<file path="src/rtl/ule_pkg.sv">
package ule_pkg;

   localparam int unsigned LINE_LEN_DEF = 32;
   localparam int unsigned HEAD_LEN     = 8;
   localparam int unsigned HEAD_AW      = 3;
   localparam int unsigned STEP_W       = 3;

   localparam logic [7:0] CH_NL = 8'h0A;
   localparam logic [7:0] CH_SP = 8'h20;
   localparam logic [7:0] CH_BS = 8'h08;

   typedef logic [7:0] byte_type;
   typedef byte_type [HEAD_LEN-1:0] head_type;

   typedef enum logic [1:0] {
      ECHO_NONE,
      ECHO_BYTE,
      ECHO_SPACE,
      ECHO_BKSP
   } echo_kind_type;

   typedef struct packed {
      echo_kind_type kind;
      logic [7:0]    data;
      logic [3:0]    led;
   } plan_type;

   // byte k of each command sits at index k; digit slot of the single-LED forms is index 3
   localparam head_type CMD_ALL_ON  = {8'h00, 8'h00, 8'h6E, 8'h6F, 8'h20, 8'h64, 8'h65, 8'h6C};
   localparam head_type CMD_ALL_OFF = {8'h00, 8'h66, 8'h66, 8'h6F, 8'h20, 8'h64, 8'h65, 8'h6C};
   localparam head_type CMD_ONE_OFF = {8'h66, 8'h66, 8'h6F, 8'h20, 8'h30, 8'h64, 8'h65, 8'h6C};
   localparam head_type CMD_ONE_ON  = {8'h00, 8'h6E, 8'h6F, 8'h20, 8'h30, 8'h64, 8'h65, 8'h6C};

   function automatic logic prefix_match(input head_type line, input head_type cmd,
                                         input int unsigned len, input logic len_ok);
      logic ok;
      ok = len_ok;
      for (int k = 0; k < HEAD_LEN; k++) begin
         if (k < len && line[k] != cmd[k]) begin
            ok = 1'b0;
         end
      end
      return ok;
   endfunction

   function automatic logic [STEP_W-1:0] last_step(input echo_kind_type kind);
      logic [STEP_W-1:0] s;
      case (kind)
         ECHO_SPACE: s = STEP_W'(5);
         ECHO_BKSP:  s = STEP_W'(2);
         default:    s = '0;
      endcase
      return s;
   endfunction

   function automatic logic [7:0] echo_char(input echo_kind_type kind,
                                            input logic [STEP_W-1:0] step,
                                            input logic [7:0] data);
      logic [7:0] c;
      case (kind)
         ECHO_BYTE: c = data;
         ECHO_SPACE: begin
            case (step)
               STEP_W'(0): c = CH_SP;
               STEP_W'(1): c = 8'h73;
               STEP_W'(2): c = 8'h70;
               STEP_W'(3): c = 8'h61;
               STEP_W'(4): c = 8'h63;
               STEP_W'(5): c = 8'h65;
               default:    c = 8'h00;
            endcase
         end
         ECHO_BKSP: c = (step == STEP_W'(1)) ? CH_SP : CH_BS;
         default:   c = 8'h00;
      endcase
      return c;
   endfunction

endpackage

</file>
<file path="src/rtl/ule_edit.sv">
module ule_edit #(
   parameter int unsigned LINE_LEN = ule_pkg::LINE_LEN_DEF
) (
   input  logic              clock,
   input  logic              reset,
   input  logic              in_fire,
   input  logic [7:0]        rx_byte,
   input  logic              plan_take,
   output ule_pkg::plan_type plan,
   output logic              plan_valid
);
   import ule_pkg::*;

   localparam int unsigned IDX_W = $clog2(LINE_LEN + 1);
   localparam int unsigned AW    = $clog2(LINE_LEN);

   logic [IDX_W-1:0]    index_ff, index_in;
   head_type            head_ff, head_in;
   logic [LINE_LEN-1:0] space_ff, space_in;
   logic [3:0]          led_ff, led_in;
   plan_type            plan_ff, plan_in;
   logic                plan_valid_ff, plan_valid_in;

   logic             empty, full, prev_space;
   logic             len6, len7, len8;
   logic [IDX_W-1:0] index_dec;
   logic [AW-1:0]    wr_addr, rd_addr;
   logic [3:0]       cmd_led;
   head_type         one_cmd;

   assign empty     = (index_ff == '0);
   assign full      = (index_ff == IDX_W'(LINE_LEN));
   assign index_dec = index_ff - IDX_W'(1);
   assign wr_addr   = index_ff[AW-1:0];
   assign rd_addr   = index_dec[AW-1:0];
   assign prev_space = !empty && space_ff[rd_addr];
   assign len6 = (index_ff >= IDX_W'(6));
   assign len7 = (index_ff >= IDX_W'(7));
   assign len8 = (index_ff >= IDX_W'(8));

   always_comb begin
      cmd_led = led_ff;
      one_cmd = CMD_ONE_OFF;
      if (prefix_match(head_ff, CMD_ALL_ON, 6, len6)) begin
         cmd_led = 4'hF;
      end
      if (prefix_match(head_ff, CMD_ALL_OFF, 7, len7)) begin
         cmd_led = 4'h0;
      end
      for (int n = 0; n < 4; n++) begin
         one_cmd = CMD_ONE_OFF;
         one_cmd[3] = 8'h30 + 8'(n);
         if (prefix_match(head_ff, one_cmd, 8, len8)) begin
            cmd_led[n] = 1'b0;
         end
      end
      for (int n = 0; n < 4; n++) begin
         one_cmd = CMD_ONE_ON;
         one_cmd[3] = 8'h30 + 8'(n);
         if (prefix_match(head_ff, one_cmd, 7, len7)) begin
            cmd_led[n] = 1'b1;
         end
      end
   end

   always_comb begin
      index_in      = index_ff;
      head_in       = head_ff;
      space_in      = space_ff;
      led_in        = led_ff;
      plan_in       = plan_ff;
      plan_valid_in = plan_valid_ff && !plan_take;
      if (in_fire) begin
         plan_valid_in = 1'b1;
         plan_in.kind  = ECHO_NONE;
         plan_in.data  = rx_byte;
         plan_in.led   = led_ff;
         case (rx_byte)
            CH_NL: begin
               led_in      = cmd_led;
               plan_in.led = cmd_led;
               index_in    = '0;
            end
            CH_BS: begin
               if (!empty) begin
                  index_in     = index_dec;
                  plan_in.kind = ECHO_BKSP;
               end
            end
            default: begin
               if (!full && (rx_byte != CH_SP || (!empty && !prev_space))) begin
                  space_in[wr_addr] = (rx_byte == CH_SP);
                  if (index_ff < IDX_W'(HEAD_LEN)) begin
                     head_in[index_ff[HEAD_AW-1:0]] = rx_byte;
                  end
                  index_in     = index_ff + IDX_W'(1);
                  plan_in.kind = (rx_byte == CH_SP) ? ECHO_SPACE : ECHO_BYTE;
               end
            end
         endcase
      end
   end

   always_ff @(posedge clock) begin
      if (reset) begin
         index_ff      <= '0;
         led_ff        <= 4'h0;
         plan_valid_ff <= 1'b0;
      end else begin
         index_ff      <= index_in;
         led_ff        <= led_in;
         plan_valid_ff <= plan_valid_in;
      end
      head_ff  <= head_in;
      space_ff <= space_in;
      plan_ff  <= plan_in;
   end

   assign plan       = plan_ff;
   assign plan_valid = plan_valid_ff;

   a_index_range: assert property (@(posedge clock) disable iff (reset)
      index_ff <= IDX_W'(LINE_LEN))
      else $error("line index beyond line length");

   a_no_overwrite: assert property (@(posedge clock) disable iff (reset)
      in_fire |-> (!plan_valid_ff || plan_take))
      else $error("pending request plan overwritten");

endmodule

</file>
<file path="src/rtl/ule_emit.sv">
module ule_emit (
   input  logic              clock,
   input  logic              reset,
   input  ule_pkg::plan_type plan,
   input  logic              plan_valid,
   output logic              plan_take,
   output logic              rsp_valid,
   input  logic              rsp_ready,
   output logic              rsp_echo_valid,
   output logic [7:0]        rsp_echo_byte,
   output logic [3:0]        rsp_led_state,
   output logic              rsp_last_of_run
);
   import ule_pkg::*;

   plan_type          cur_ff, cur_in;
   logic [STEP_W-1:0] step_ff, step_in;
   logic              busy_ff, busy_in;
   logic              last, done;

   assign last      = (step_ff == last_step(cur_ff.kind));
   assign done      = busy_ff && rsp_ready && last;
   assign plan_take = plan_valid && (!busy_ff || done);

   always_comb begin
      cur_in  = cur_ff;
      step_in = step_ff;
      busy_in = busy_ff;
      if (plan_take) begin
         cur_in  = plan;
         step_in = '0;
         busy_in = 1'b1;
      end else if (done) begin
         busy_in = 1'b0;
      end else if (busy_ff && rsp_ready) begin
         step_in = step_ff + STEP_W'(1);
      end
   end

   always_ff @(posedge clock) begin
      if (reset) begin
         busy_ff <= 1'b0;
         step_ff <= '0;
      end else begin
         busy_ff <= busy_in;
         step_ff <= step_in;
      end
      cur_ff <= cur_in;
   end

   assign rsp_valid       = busy_ff;
   assign rsp_echo_valid  = (cur_ff.kind != ECHO_NONE);
   assign rsp_echo_byte   = echo_char(cur_ff.kind, step_ff, cur_ff.data);
   assign rsp_led_state   = cur_ff.led;
   assign rsp_last_of_run = last;

   a_step_range: assert property (@(posedge clock) disable iff (reset)
      busy_ff |-> step_ff <= last_step(cur_ff.kind))
      else $error("echo step past end of run");

   a_run_advance: assert property (@(posedge clock) disable iff (reset)
      (busy_ff && rsp_ready && !last) |=> (busy_ff && step_ff == $past(step_ff) + STEP_W'(1)))
      else $error("echo run did not advance");

   a_silent_last: assert property (@(posedge clock) disable iff (reset)
      (rsp_valid && !rsp_echo_valid) |-> (rsp_last_of_run && rsp_echo_byte == 8'h00))
      else $error("silent result not final");

endmodule

</file>
<file path="src/rtl/uart_line_editor_led_commands.sv">
// Line editor for received terminal bytes with LED commands. One request carries
// one byte and is taken into a one-entry plan buffer, where the
// line state (length, first eight bytes, space marks, LED bits) is updated at once;
// a new request is taken every cycle while the buffer is free or being drained.
// Each request gives one to six results, one per cycle while rsp_ready is high:
// one for an ordinary byte, newline or ignored byte, three for a backspace and
// six for a stored space. The echo sequencer sets the sustained rate.
module uart_line_editor_led_commands #(
   parameter int unsigned LINE_LEN = ule_pkg::LINE_LEN_DEF
) (
   input  logic       clock,
   input  logic       reset,
   input  logic       req_valid,
   output logic       req_ready,
   input  logic [7:0] req_rx_byte,
   output logic       rsp_valid,
   input  logic       rsp_ready,
   output logic       rsp_echo_valid,
   output logic [7:0] rsp_echo_byte,
   output logic [3:0] rsp_led_state,
   output logic       rsp_last_of_run
);
   import ule_pkg::*;

   plan_type plan;
   logic     plan_valid, plan_take, in_fire;

   assign req_ready = !reset && (!plan_valid || plan_take);
   assign in_fire   = req_valid && req_ready;

   ule_edit #(.LINE_LEN(LINE_LEN)) u_edit (
      .clock      (clock),
      .reset      (reset),
      .in_fire    (in_fire),
      .rx_byte    (req_rx_byte),
      .plan_take  (plan_take),
      .plan       (plan),
      .plan_valid (plan_valid)
   );

   ule_emit u_emit (
      .clock           (clock),
      .reset           (reset),
      .plan            (plan),
      .plan_valid      (plan_valid),
      .plan_take       (plan_take),
      .rsp_valid       (rsp_valid),
      .rsp_ready       (rsp_ready),
      .rsp_echo_valid  (rsp_echo_valid),
      .rsp_echo_byte   (rsp_echo_byte),
      .rsp_led_state   (rsp_led_state),
      .rsp_last_of_run (rsp_last_of_run)
   );

endmodule
</file>
<file path="config.mk">
export PLATFORM = sky130hd
export DESIGN_NAME = uart_line_editor_led_commands
export DESIGN_NICKNAME = d
export VERILOG_FILES = /design/src/rtl/ule_pkg.sv /design/src/rtl/ule_edit.sv /design/src/rtl/ule_emit.sv /design/src/rtl/uart_line_editor_led_commands.sv
export SDC_FILE = /design/constraint.sdc
export NUM_CORES = 1
export LEC_CHECK = 0
export BUFFER_PORTS_ARGS = -buffer_cell sky130_fd_sc_hd__buf_2
export CORE_MARGIN = 2
export CORE_UTILIZATION = 55
export DETAILED_ROUTE_END_ITERATION = 16
export GPL_TIMING_DRIVEN = 0
export HOLD_SLACK_MARGIN = 0.02
export PLACE_DENSITY = 0.7
export SYNTH_ARGS = -nofsm -noshare
export SYNTH_HDL_FRONTEND = slang
export SYNTH_SLANG_ARGS = --single-unit
</file>
<file path="constraint.sdc">
create_clock -name clock -period 7.7 [get_ports clock]
set_clock_uncertainty 0.1 [all_clocks]
set_input_delay 1.925 -clock clock [delete_from_list [all_inputs] [get_ports clock]]
set_output_delay 1.925 -clock clock [all_outputs]
set_load 0.05 [all_outputs]
</file>
# ---- Yosys cells after proc, flatten, opt, wreduce, memory -nomap -nowiden
# Index checks and enable logic that the tools add are counted.
dict set report word_totals {
  ff_bits 139
  input_bits 12
  out_inout_bits 16
}
dict set report classes {
  add_sub_neg 3
  order_cmp 9
  n_eq_ne 31
  n_mux 85
  bitwise_logic 2
  n_reduce_logical 32
}
# operator n
set ops {}
lappend ops {{$ne 8x7->1 const B} 10}
lappend ops {{$mux 1} 65}
lappend ops {{$bwmux 64} 1}
lappend ops {{$ne 8x6->1 const B} 7}
lappend ops {{$pmux 7 s6} 1}
lappend ops {{$bwmux 32} 1}
lappend ops {{$demux 8 s3} 1}
lappend ops {{$pmux 8 s3} 1}
lappend ops {{$mux 6} 3}
lappend ops {{$eq 8x4->1 const B} 2}
lappend ops {{$ge 6x3->1 const B} 2}
lappend ops {{$lt 5x6->1 const B} 2}
lappend ops {{$mux 4} 3}
lappend ops {{$pmux 6 s2} 1}
lappend ops {{$logic_and 1x1->1} 11}
lappend ops {{$eq 8x6->1 const B} 1}
lappend ops {{$mux 8} 1}
lappend ops {{$logic_not 1->1} 7}
lappend ops {{$add 6x1->6 const B} 1}
lappend ops {{$eq 3x2->1 const B} 2}
lappend ops {{$eq 3x3->1 const B} 2}
lappend ops {{$eq 6x6->1 const B} 1}
lappend ops {{$ge 6x4->1 const B} 1}
lappend ops {{$logic_not 6->1} 1}
lappend ops {{other kinds (25)} 34}

# ---- Longest topological paths before layout
# Gate-level depths: netlist of the first run.
dict set report logic_depth {
  ltp_word 12
  ltp_mapped 13
  depth_no_buf 9
}

# ---- Modules after synthesis
# A second synthesis of the first run with hierarchy kept.
dict set report hier_totals {
  cells_unflattened 477
  hier_area_um2 6268.5
}
# module n_inst cells_per_inst area_per_inst_um2 seq_area_each_um2
set by_module_without_submodules {}
lappend by_module_without_submodules {ule_edit 1 393 5282.6 3523.4}
lappend by_module_without_submodules {ule_emit 1 81 955.9 500.5}
lappend by_module_without_submodules {uart_line_editor_led_commands 1 3 30.0 0.0}

# ---- Worst setup path before layout of the first run
# Ideal clock, no wire load.
dict set report synth_path {
  path_kind {input port to flip-flop}
  start {input req_rx_byte[2]}
  end {register u_edit.head_ff[32] (netlist name) (enable)}
  setup_time_ns 0.277
  t_arrival_ns 5.270
  required_ns 7.323
  setup_slack_ns 2.053
  stages 6
  cell_sequence {or4_4 -> nor4_1 -> a31o_2 -> a211oi_2 -> buf_2 -> and4_1}
}
dict set report synth_between {
  elab_chain_len 4
}
# element line
set synth_rtl {}
lappend synth_rtl {{start: declaration} uart_line_editor_led_commands.sv:15} ;# input logic [7:0] req_rx_byte,
lappend synth_rtl {{$eq 8x4->1 / $ne 8x6->1 (equally long branches)} {ule_edit.sv:78, ule_edit.sv:91}}
lappend synth_rtl {{$reduce_or 2->1 (no line) / $logic_or 1x1->1 (equally long branches)} -}
lappend synth_rtl {{$not 1->1 (no line) / $logic_and 1x1->1 (equally long branches)} -}
lappend synth_rtl {{$reduce_and 4->1 (no line) (*)} -}
lappend synth_rtl {{end signal: assignment} ule_edit.sv:114} ;# head_ff <= head_in;
lappend synth_rtl {{end: declaration} ule_edit.sv:18} ;# head_type head_ff, head_in;
# Mark *: on every way between the ends. The rest lies on a longest branch, timed or not.
# A chain may end at the register's enable or synchronous reset.

# ---- Worst setup path after layout of the first run
dict set report layout_path {
  start {input reset}
  end {output req_ready}
}
dict set report layout_between {
  elab_chain_len 2
}
# element line
set layout_rtl {}
lappend layout_rtl {{start: declaration} uart_line_editor_led_commands.sv:12} ;# input logic reset,
lappend layout_rtl {{$logic_not 1->1} uart_line_editor_led_commands.sv:28} ;# assign req_ready = !reset && (!plan_valid || plan_take);
lappend layout_rtl {{$logic_and 1x1->1} uart_line_editor_led_commands.sv:28}
lappend layout_rtl {{end: declaration} uart_line_editor_led_commands.sv:14} ;# output logic req_ready,
# No other way between the ends.

==> impl_results.md, run 1 <==
* Cells after Synth at between 400 and 500
* Vias in the first global route at ~4000
* Area grow syn2layout at 14.74%
* Final period util at between 60% and 70%
* Initial antenna violation count at 0
* Starting density of the core at 56.46%
* Num CTS Buffers at 17
* Post-synthesis sequential area ratio at about two thirds
* Layout cell share with drive strength beyond 1 at a little under a fifth
* Status: finished, final reports clean
* Die ar. at 12040 sq um
* VDD IR max at 157.6 uV
* Slew @ Worst Pin at between 800 and 900 ps
* Syn nets at 471
* Fmax at around 200 MHz
* CTS tree: done
* DR pass1 iterations at 5
* Synth warnings at 0
* Synthesized cell area at around 6100 sq um
* GRT Total Usage at between 20 and 25%
* Crit path capture type: primary output
* DR vias at just over 4000
* Clock Sinks at between 100 and 150
* Critical Path Fanout Max at 10
* Yosys reg bits at ~140
* N_diodes at 0
* DR WL/cell at 19.60 um
* Rows at 38
* Setup TNS Final at 0 ps
* RD Place Congestion at slightly below 0.9
* Post-synth EDFFs at 124
* Clk slew on worst S/H paths at 60 ps
* CP Launch Type: input port
* Final Hold Viols at 0
* Max Cap Viol at 0
* Prevailing post-synth register cell: edfxtp_1
* Critical path required time at ~5700 ps
* Worst rel slew slack at between 40% and 50%
* Post-CTS Resized at 0
* Die Wd at roughly 110 um
* Crit path kind: input port to primary output
* Gr ovfl total at 0
* Worst EP arrival at approximately 2900 ps
* Final setup violation count at 0
* Max Slew Vio Count at 0
* Tightest Hold Check Type: register to register
* Via density at 6.249
* DRC at 0
* # port buffers at 27
* Clock Path Buffers at 2
* Height of the die at 109.7 um
* Worst slack, placed at approximately 2600 ps
* Post-synth top area share at about three fifths
* Cell Pwr Density at roughly 250 nW/um^2
* Iter 0 DRT Violations at approximately 360
* Post-route ant nets at 0
* Count of cell types in the netlist at 66
* Pin count of the biggest net entering global routing at 18
* Async SR Flop Fraction at 0%
* Routed WL at about 13 mm
* Synth area leaders: edfxtp_1, dfxtp_1, and3_1, ha_1, mux4_2
* Final worst setup slack at between 2000 and 3000 ps
* Yosys top cell by area: edfxtp_1
* Core area at 10890 sq um
* First-pass GRT wire length at roughly 20 mm
* P_leak at 0.002559 uW
* Synth Area per Inst at between 10 and 15 sq um
* Postcts setup bufs at 0
* Nets at 520
* Unrepaired setup endpoints after global routing: no
* Root Driver: clkbuf_8
* H-Tree Depth at 4
* Post-layout min period at around 4900 ps
* Clk_lat worst skew at ~540 ps
* Detailed Place HPWL at 8.197 mm
* Hold_buf cts at 0
* Ports at 28
[registers in the layout, summed over array words and instances, names as in the netlist]
| name | count |
|---|---|
| u_emit.rsp_led_state | 4 |
| u_edit.plan | 14 |
| u_edit.head_ff | 64 |
| u_edit.space_ff | 32 |
| u_edit.led_ff | 4 |
| u_emit.rsp_valid | 1 |
| u_edit.index_ff | 6 |
| u_emit.step_ff | 3 |
| u_emit.cur_ff | 10 |
| u_edit.plan_valid | 1 |
[cell usage in the layout, fill, tap and decap left out, types with 10 or more instances in the layout]
cell | netlist | routed
ha_1 | 11 | 11
a21oi_1 | 17 | 17
nor2_1 | 23 | 23
nor3b_1 | 10 | 10
nand3_1 | 11 | 11
buf_2 | 6 | 33
o21ai_0 | 17 | 17
inv_1 | 11 | 11
clkbuf_16 | 0 | 16
dfxtp_1 | 15 | 15
nand2_1 | 18 | 18
and3_1 | 36 | 36
edfxtp_1 | 124 | 124
[metal layers]
metal / GRT usage (%) / part of all wire, % / up-vias / routed length [um]
met5: 0 / 0 / - / 0
met4: 8.499 / 1.5 / 0 / 189
met3: 5.987 / 6.2 / 17 / 787
met2: 36.95 / 49 / 165 / 6268
met1: 30.09 / 43 / 2018 / 5494
li1: - / - / 1862 / -
[cells by family (layout without fill, tap and decap cells)]
group / after synthesis / in the layout / synth area share (%)
and+or+nand+nor: 170 / 170 / 17.16
AOI/OAI and AO/OA: 73 / 73 / 7.775
DFF: 139 / 139 / 65.46
xor gates and xnor gates: 6 / 6 / 0.8550
adders and majority gates: 11 / 11 / 2.239
buffers and inverters: 32 / 94 / 2.463
muxes: 17 / 17 / 4.050
[report_power, final]
group	total, uW	internal (uW)	leakage, uW	switching [uW]
Combinational	142	44.1	0.00104	98.0
Clock	757	414	0.000276	343
Sequential	841	834	0.00124	7.37
[worst max-delay path, stage by stage]
cell	delay [ps]
buf_2	180
clkbuf_1	430
nor2b_1	100
buf_2	230
[path summary, 6_finish.rpt]
| check | to | cells past startpoint | slack [ps] | from |
|---|---|---|---|---|
| setup / recovery | req_ready | 4 | 2800 | reset |
| hold / removal | u_emit.cur_ff[5]$_DFFE_PP_ | 0 | 320 | u_edit.plan[5]$_DFFE_PP_ |
| setup reg to reg | u_edit.head_ff[29]$_DFFE_PP_ | 13 | 2940 | u_edit.index_ff[0]$_SDFFE_PP0P_ |
| hold reg to reg | u_emit.cur_ff[5]$_DFFE_PP_ | 0 | 320 | u_edit.plan[5]$_DFFE_PP_ |
[cell usage after synthesis, drive strengths merged (4+ instances only)]
cell type  number
a22o            4
nor2b           7
nor3           10
and3           36
mux4            6
o22ai           6
a211oi          6
or3             5
nor4bb          7
and4            5
a21o            4
clkbuf          8
nand3          11
nor4            4
ha             11
edfxtp        124
mux2i           8
and4b           4
o21ai          19
nor2           24
nor3b          10
a21oi          17
nand2          18
nand4           8
dfxtp          15
inv            11
buf            12
[final cells by class]
cell class | count | area [sq um]
flip-flops and latches | 139 | 4024
fillers | 819 | 3835
multi-input cells | 277 | 1978
clock buffers | 17 | 414.1
well taps | 140 | 175.2
repair buffers | 30 | 157.7
clock inverters | 15 | 152.6
plain buffers | 20 | 106.4
inverters | 12 | 45.04
[metrics by stage]
stage / std cells / util [%] / cell area, sq um / power [uW] / hold slack [ps]
after detailed placement: 617 / 59.50 / 6479 / 996.8 / 304.5
after global placement: 615 / 59.31 / 6457 / 994.0 / 302.3
after floorplan: 448 / - / 6147 / 950.8 / 300.3
final: 650 / 64.78 / 7053 / 1740 / 318.4
after CTS: 649 / 64.71 / 7046 / 1752 / 318.9
after global routing: 650 / 64.78 / 7053 / 1800 / 327.4
Note: power is estimated with default switching activity, not from simulation.
==> run 2: changes to the inputs <==
- clock period: 7.7 -> 4.65 ns (I/O delays scaled with it)
==> run 2 against run 1 <==
Compared with the run above:
- sequential cell count unchanged
- critical path depth increased by 8
- utilization increased by 0.14 points
- combinational power increased by 67%
- first-iteration DRC count decreased by 8.7%
- sequential power increased by 65%
- clock power increased by 73%
- final cell count decreased by 0.46%
- via count decreased by 2.7%
- sequential share of layout area decreased by 0.12 points
==> impl_results.md, run 2 (synthesized netlist as in run 1, its figures left out) <==
* Max reg flops at 64 (unchanged)
* Worst Setup EP: u_edit.head_ff[39]$_DFFE_PP_
* Crit path capture type: register
* Post-route ant nets at 0 (unchanged)
* First-pass GRT wire length at 19.39 mm (-3.4%)
* Worst reg2reg path endpoint: u_edit.head_ff[39]$_DFFE_PP_
* Final setup violation count at 0 (unchanged)
* Core area at 10890 sq um (unchanged)
* Clk_lat worst skew at 530 ps (about the same)
* Pwr Total at 2939 uW (+69%)
* Post-layout min period at between 4000 and 5000 ps
* Post-Layout Cell Count at 647 (-0.46%)
* R2r setup slk at 270 ps (-2670 ps)
* Clock Sinks at 139 (unchanged)
* Clk slew on worst S/H paths at 70 ps (about the same)
* Crit Reg-Reg Startpoint: u_edit.index_ff[0]$_SDFFE_PP0P_
* Final Hold Viols at 0 (unchanged)
* DRC at 0 (unchanged)
* Layout cell share with drive strength beyond 1 at 18.74% (+0.11 points)
* Most used cell, CP: buf_2
* Max Slew Vio Count at 0 (unchanged)
* # port buffers at 27 (unchanged)
* Cell Pwr Density at 415.8 nW/um^2 (+69%)
* Finished Core Util at 64.92% (+0.14 points)
* CP startpoint: u_edit.index_ff[0]$_SDFFE_PP0P_
* Most frequent cells in the layout: edfxtp_1, and3_1, buf_2, nor2_1, nand2_1
* Slew @ Worst Pin at 867.7 ps (-13.16 ps)
* Detailed Place HPWL at 8.110 mm (-1.1%)
* Iter 0 DRT Violations at 326 (-8.7%)
* RD Place Congestion at 0.9061 (+2.0%)
* Nets at 517 (-0.58%)
* CTS tree: done
* Max stage delay on crit path at 580 ps (+150 ps)
* Setup TNS Final at 0 ps (unchanged)
* DR pass1 iterations at 5 (unchanged)
* Most common cell after layout, fill and taps aside: edfxtp_1
* # fillers at 783 (-4.4%)
* Vias in the first global route at 3770 (-4.2%)
* Pin count of the biggest net entering global routing at 20 (+2)
* Num CTS Buffers at 17 (unchanged)
* Routed WL at 12.53 mm (-1.7%)
* Rows at 38 (unchanged)
* N_diodes at 0 (unchanged)
* Height of the die at 109.7 um (unchanged)
* Die ar. at 12040 sq um (unchanged)
* Critical Path Fanout Max at 10 (unchanged)
* DR vias at 3954 (-2.7%)
* Largest reg by FF count: u_edit.head_ff
* H-Tree Depth at 4 (unchanged)
* Min Hold Slack at 318.2 ps (-0.2120 ps)
* Worst EP arrival at 4470 ps (+1600 ps)
* Critical path required time at 4740 ps (-940 ps)
* Fmax at 228.1 MHz
* Worst rel slew slack at 41.71% (+0.88 points)
* Area grow syn2layout at 14.98%
* GRT Total Usage at 22.20% (-0.73 points)
* VDD IR max at 181.2 uV (+15%)
* Die Wd at 109.7 um (unchanged)
* P_leak at 0.002564 uW (+0.19%)
* CP Launch Type: register
* DR WL/cell at 19.36 um (-1.2%)
* Tightest Hold Check Type: register to register
* Ports at 28 (unchanged)
* Final period util at 94.30%
* Post-Place Cells at 616 (-0.16%)
* Postcts setup bufs at 0 (unchanged)
* Hold_buf cts at 0 (unchanged)
* R2R depth at 12 (-1)
* Root Driver: clkbuf_8
* Via density at 6.111 (-2.2%)
* Gr ovfl total at 0 (unchanged)
* Crit-path cells: buf_2 > buf_6 > clkinv_1 > ha_1 > xor2_1 > mux2i_1 > or3_1 > o211ai_2 > or2_1 > a211oi_2 > buf_2 > and4_1
* Starting density of the core at 56.46% (unchanged)
* Unrepaired setup endpoints after global routing: no
* Crit path kind: register to register
* Status: finished, final reports clean
* Initial antenna violation count at 0 (unchanged)
* CP max-delay cell: xor2_1
* Max Cap Viol at 0 (unchanged)
* Clock Path Buffers at 2 (unchanged)
## run 2: cell count changes in the layout (fill, tap and decap cells not counted), sizes merged
cell,before,now
inv,19,22
bufinv,0,1
clkinv,7,4
clkinvlp,1,0
buf,42,39
## run 2: where the power goes
| part | internal [uW] | leakage, uW | switching, uW | total (uW) |
|---|---|---|---|---|
| combinational | 73.6 | 0.00103 | 163 | 237 |
| sequential | 1380 | 0.00124 | 12.0 | 1390 |
| clock | 741 | 0.000290 | 568 | 1310 |
| total | 2200 | 0.00256 | 743 | 2940 |
## run 2: how the worst min path moves through the flow
stage	start	endpoint	slack [ps]	cells past startpoint
after detailed placement	u_edit.plan[5]$_DFFE_PP_	u_emit.cur_ff[5]$_DFFE_PP_	300	0
after global placement	u_edit.plan[3]$_DFFE_PP_	u_emit.rsp_led_state[3]$_DFFE_PP_	300	0
after global routing	u_edit.plan[2]$_DFFE_PP_	u_emit.rsp_led_state[2]$_DFFE_PP_	320	0
final	u_edit.plan[5]$_DFFE_PP_	u_emit.cur_ff[5]$_DFFE_PP_	320	0
after CTS	u_edit.plan[0]$_DFFE_PP_	u_emit.rsp_led_state[0]$_DFFE_PP_	320	0
after floorplan	u_edit.plan[10]$_DFFE_PP_	u_emit.cur_ff[10]$_DFFE_PP_	300	0
## run 2: worst max-delay path: cells and delay by family (launching register included)
kind	cells	cell delay (ps)
adder cells (fa/ha/maj)	1	380
AO/OA/AOI/OAI	2	420
multiplexers	1	280
buffers and inverters	4	1000
flip-flops	1	410
XOR/XNOR	1	580
AND/OR/NAND/NOR	3	870
## run 2: final cells by class
cell class / instances / area [sq um] / area share [%]
tap: 140 / 175.2 / 2.478
clock inverter: 15 / 167.7 / 2.372
inverter: 12 / 45.04 / 0.6373
multi-input combinational: 277 / 1993 / 28.20
timing repair buffer: 28 / 146.4 / 2.071
clock buffer: 17 / 414.1 / 5.859
sequential: 139 / 4024 / 56.93
buffer: 19 / 102.6 / 1.452
## run 2: routing by layer
metal | up-vias | global-route usage [%] | part of all wire (%)
met5 | - | 0 | 0
met4 | 0 | 8.951 | 1.0
met3 | 14 | 5.394 | 6.5
met2 | 156 | 34.79 | 49
met1 | 1938 | 29.98 | 44
li1 | 1846 | - | -
## run 2: per-stage QoR
| stage | worst slack (ps) | instance area, sq um |
|---|---|---|
| global placement | -465.2 | 6464 |
| finish | 265.2 | 7068 |
| floorplan | 576.4 | 6153 |
| detailed placement | -109.7 | 6484 |
| global route | 3.990 | 7068 |
| CTS | 109.4 | 7062 |
## run 2: repair_timing
action	in CTS	in global routing
endpoints found under the setup margin	64	64
endpoints found under the hold margin	0	0
resized for setup	0	1
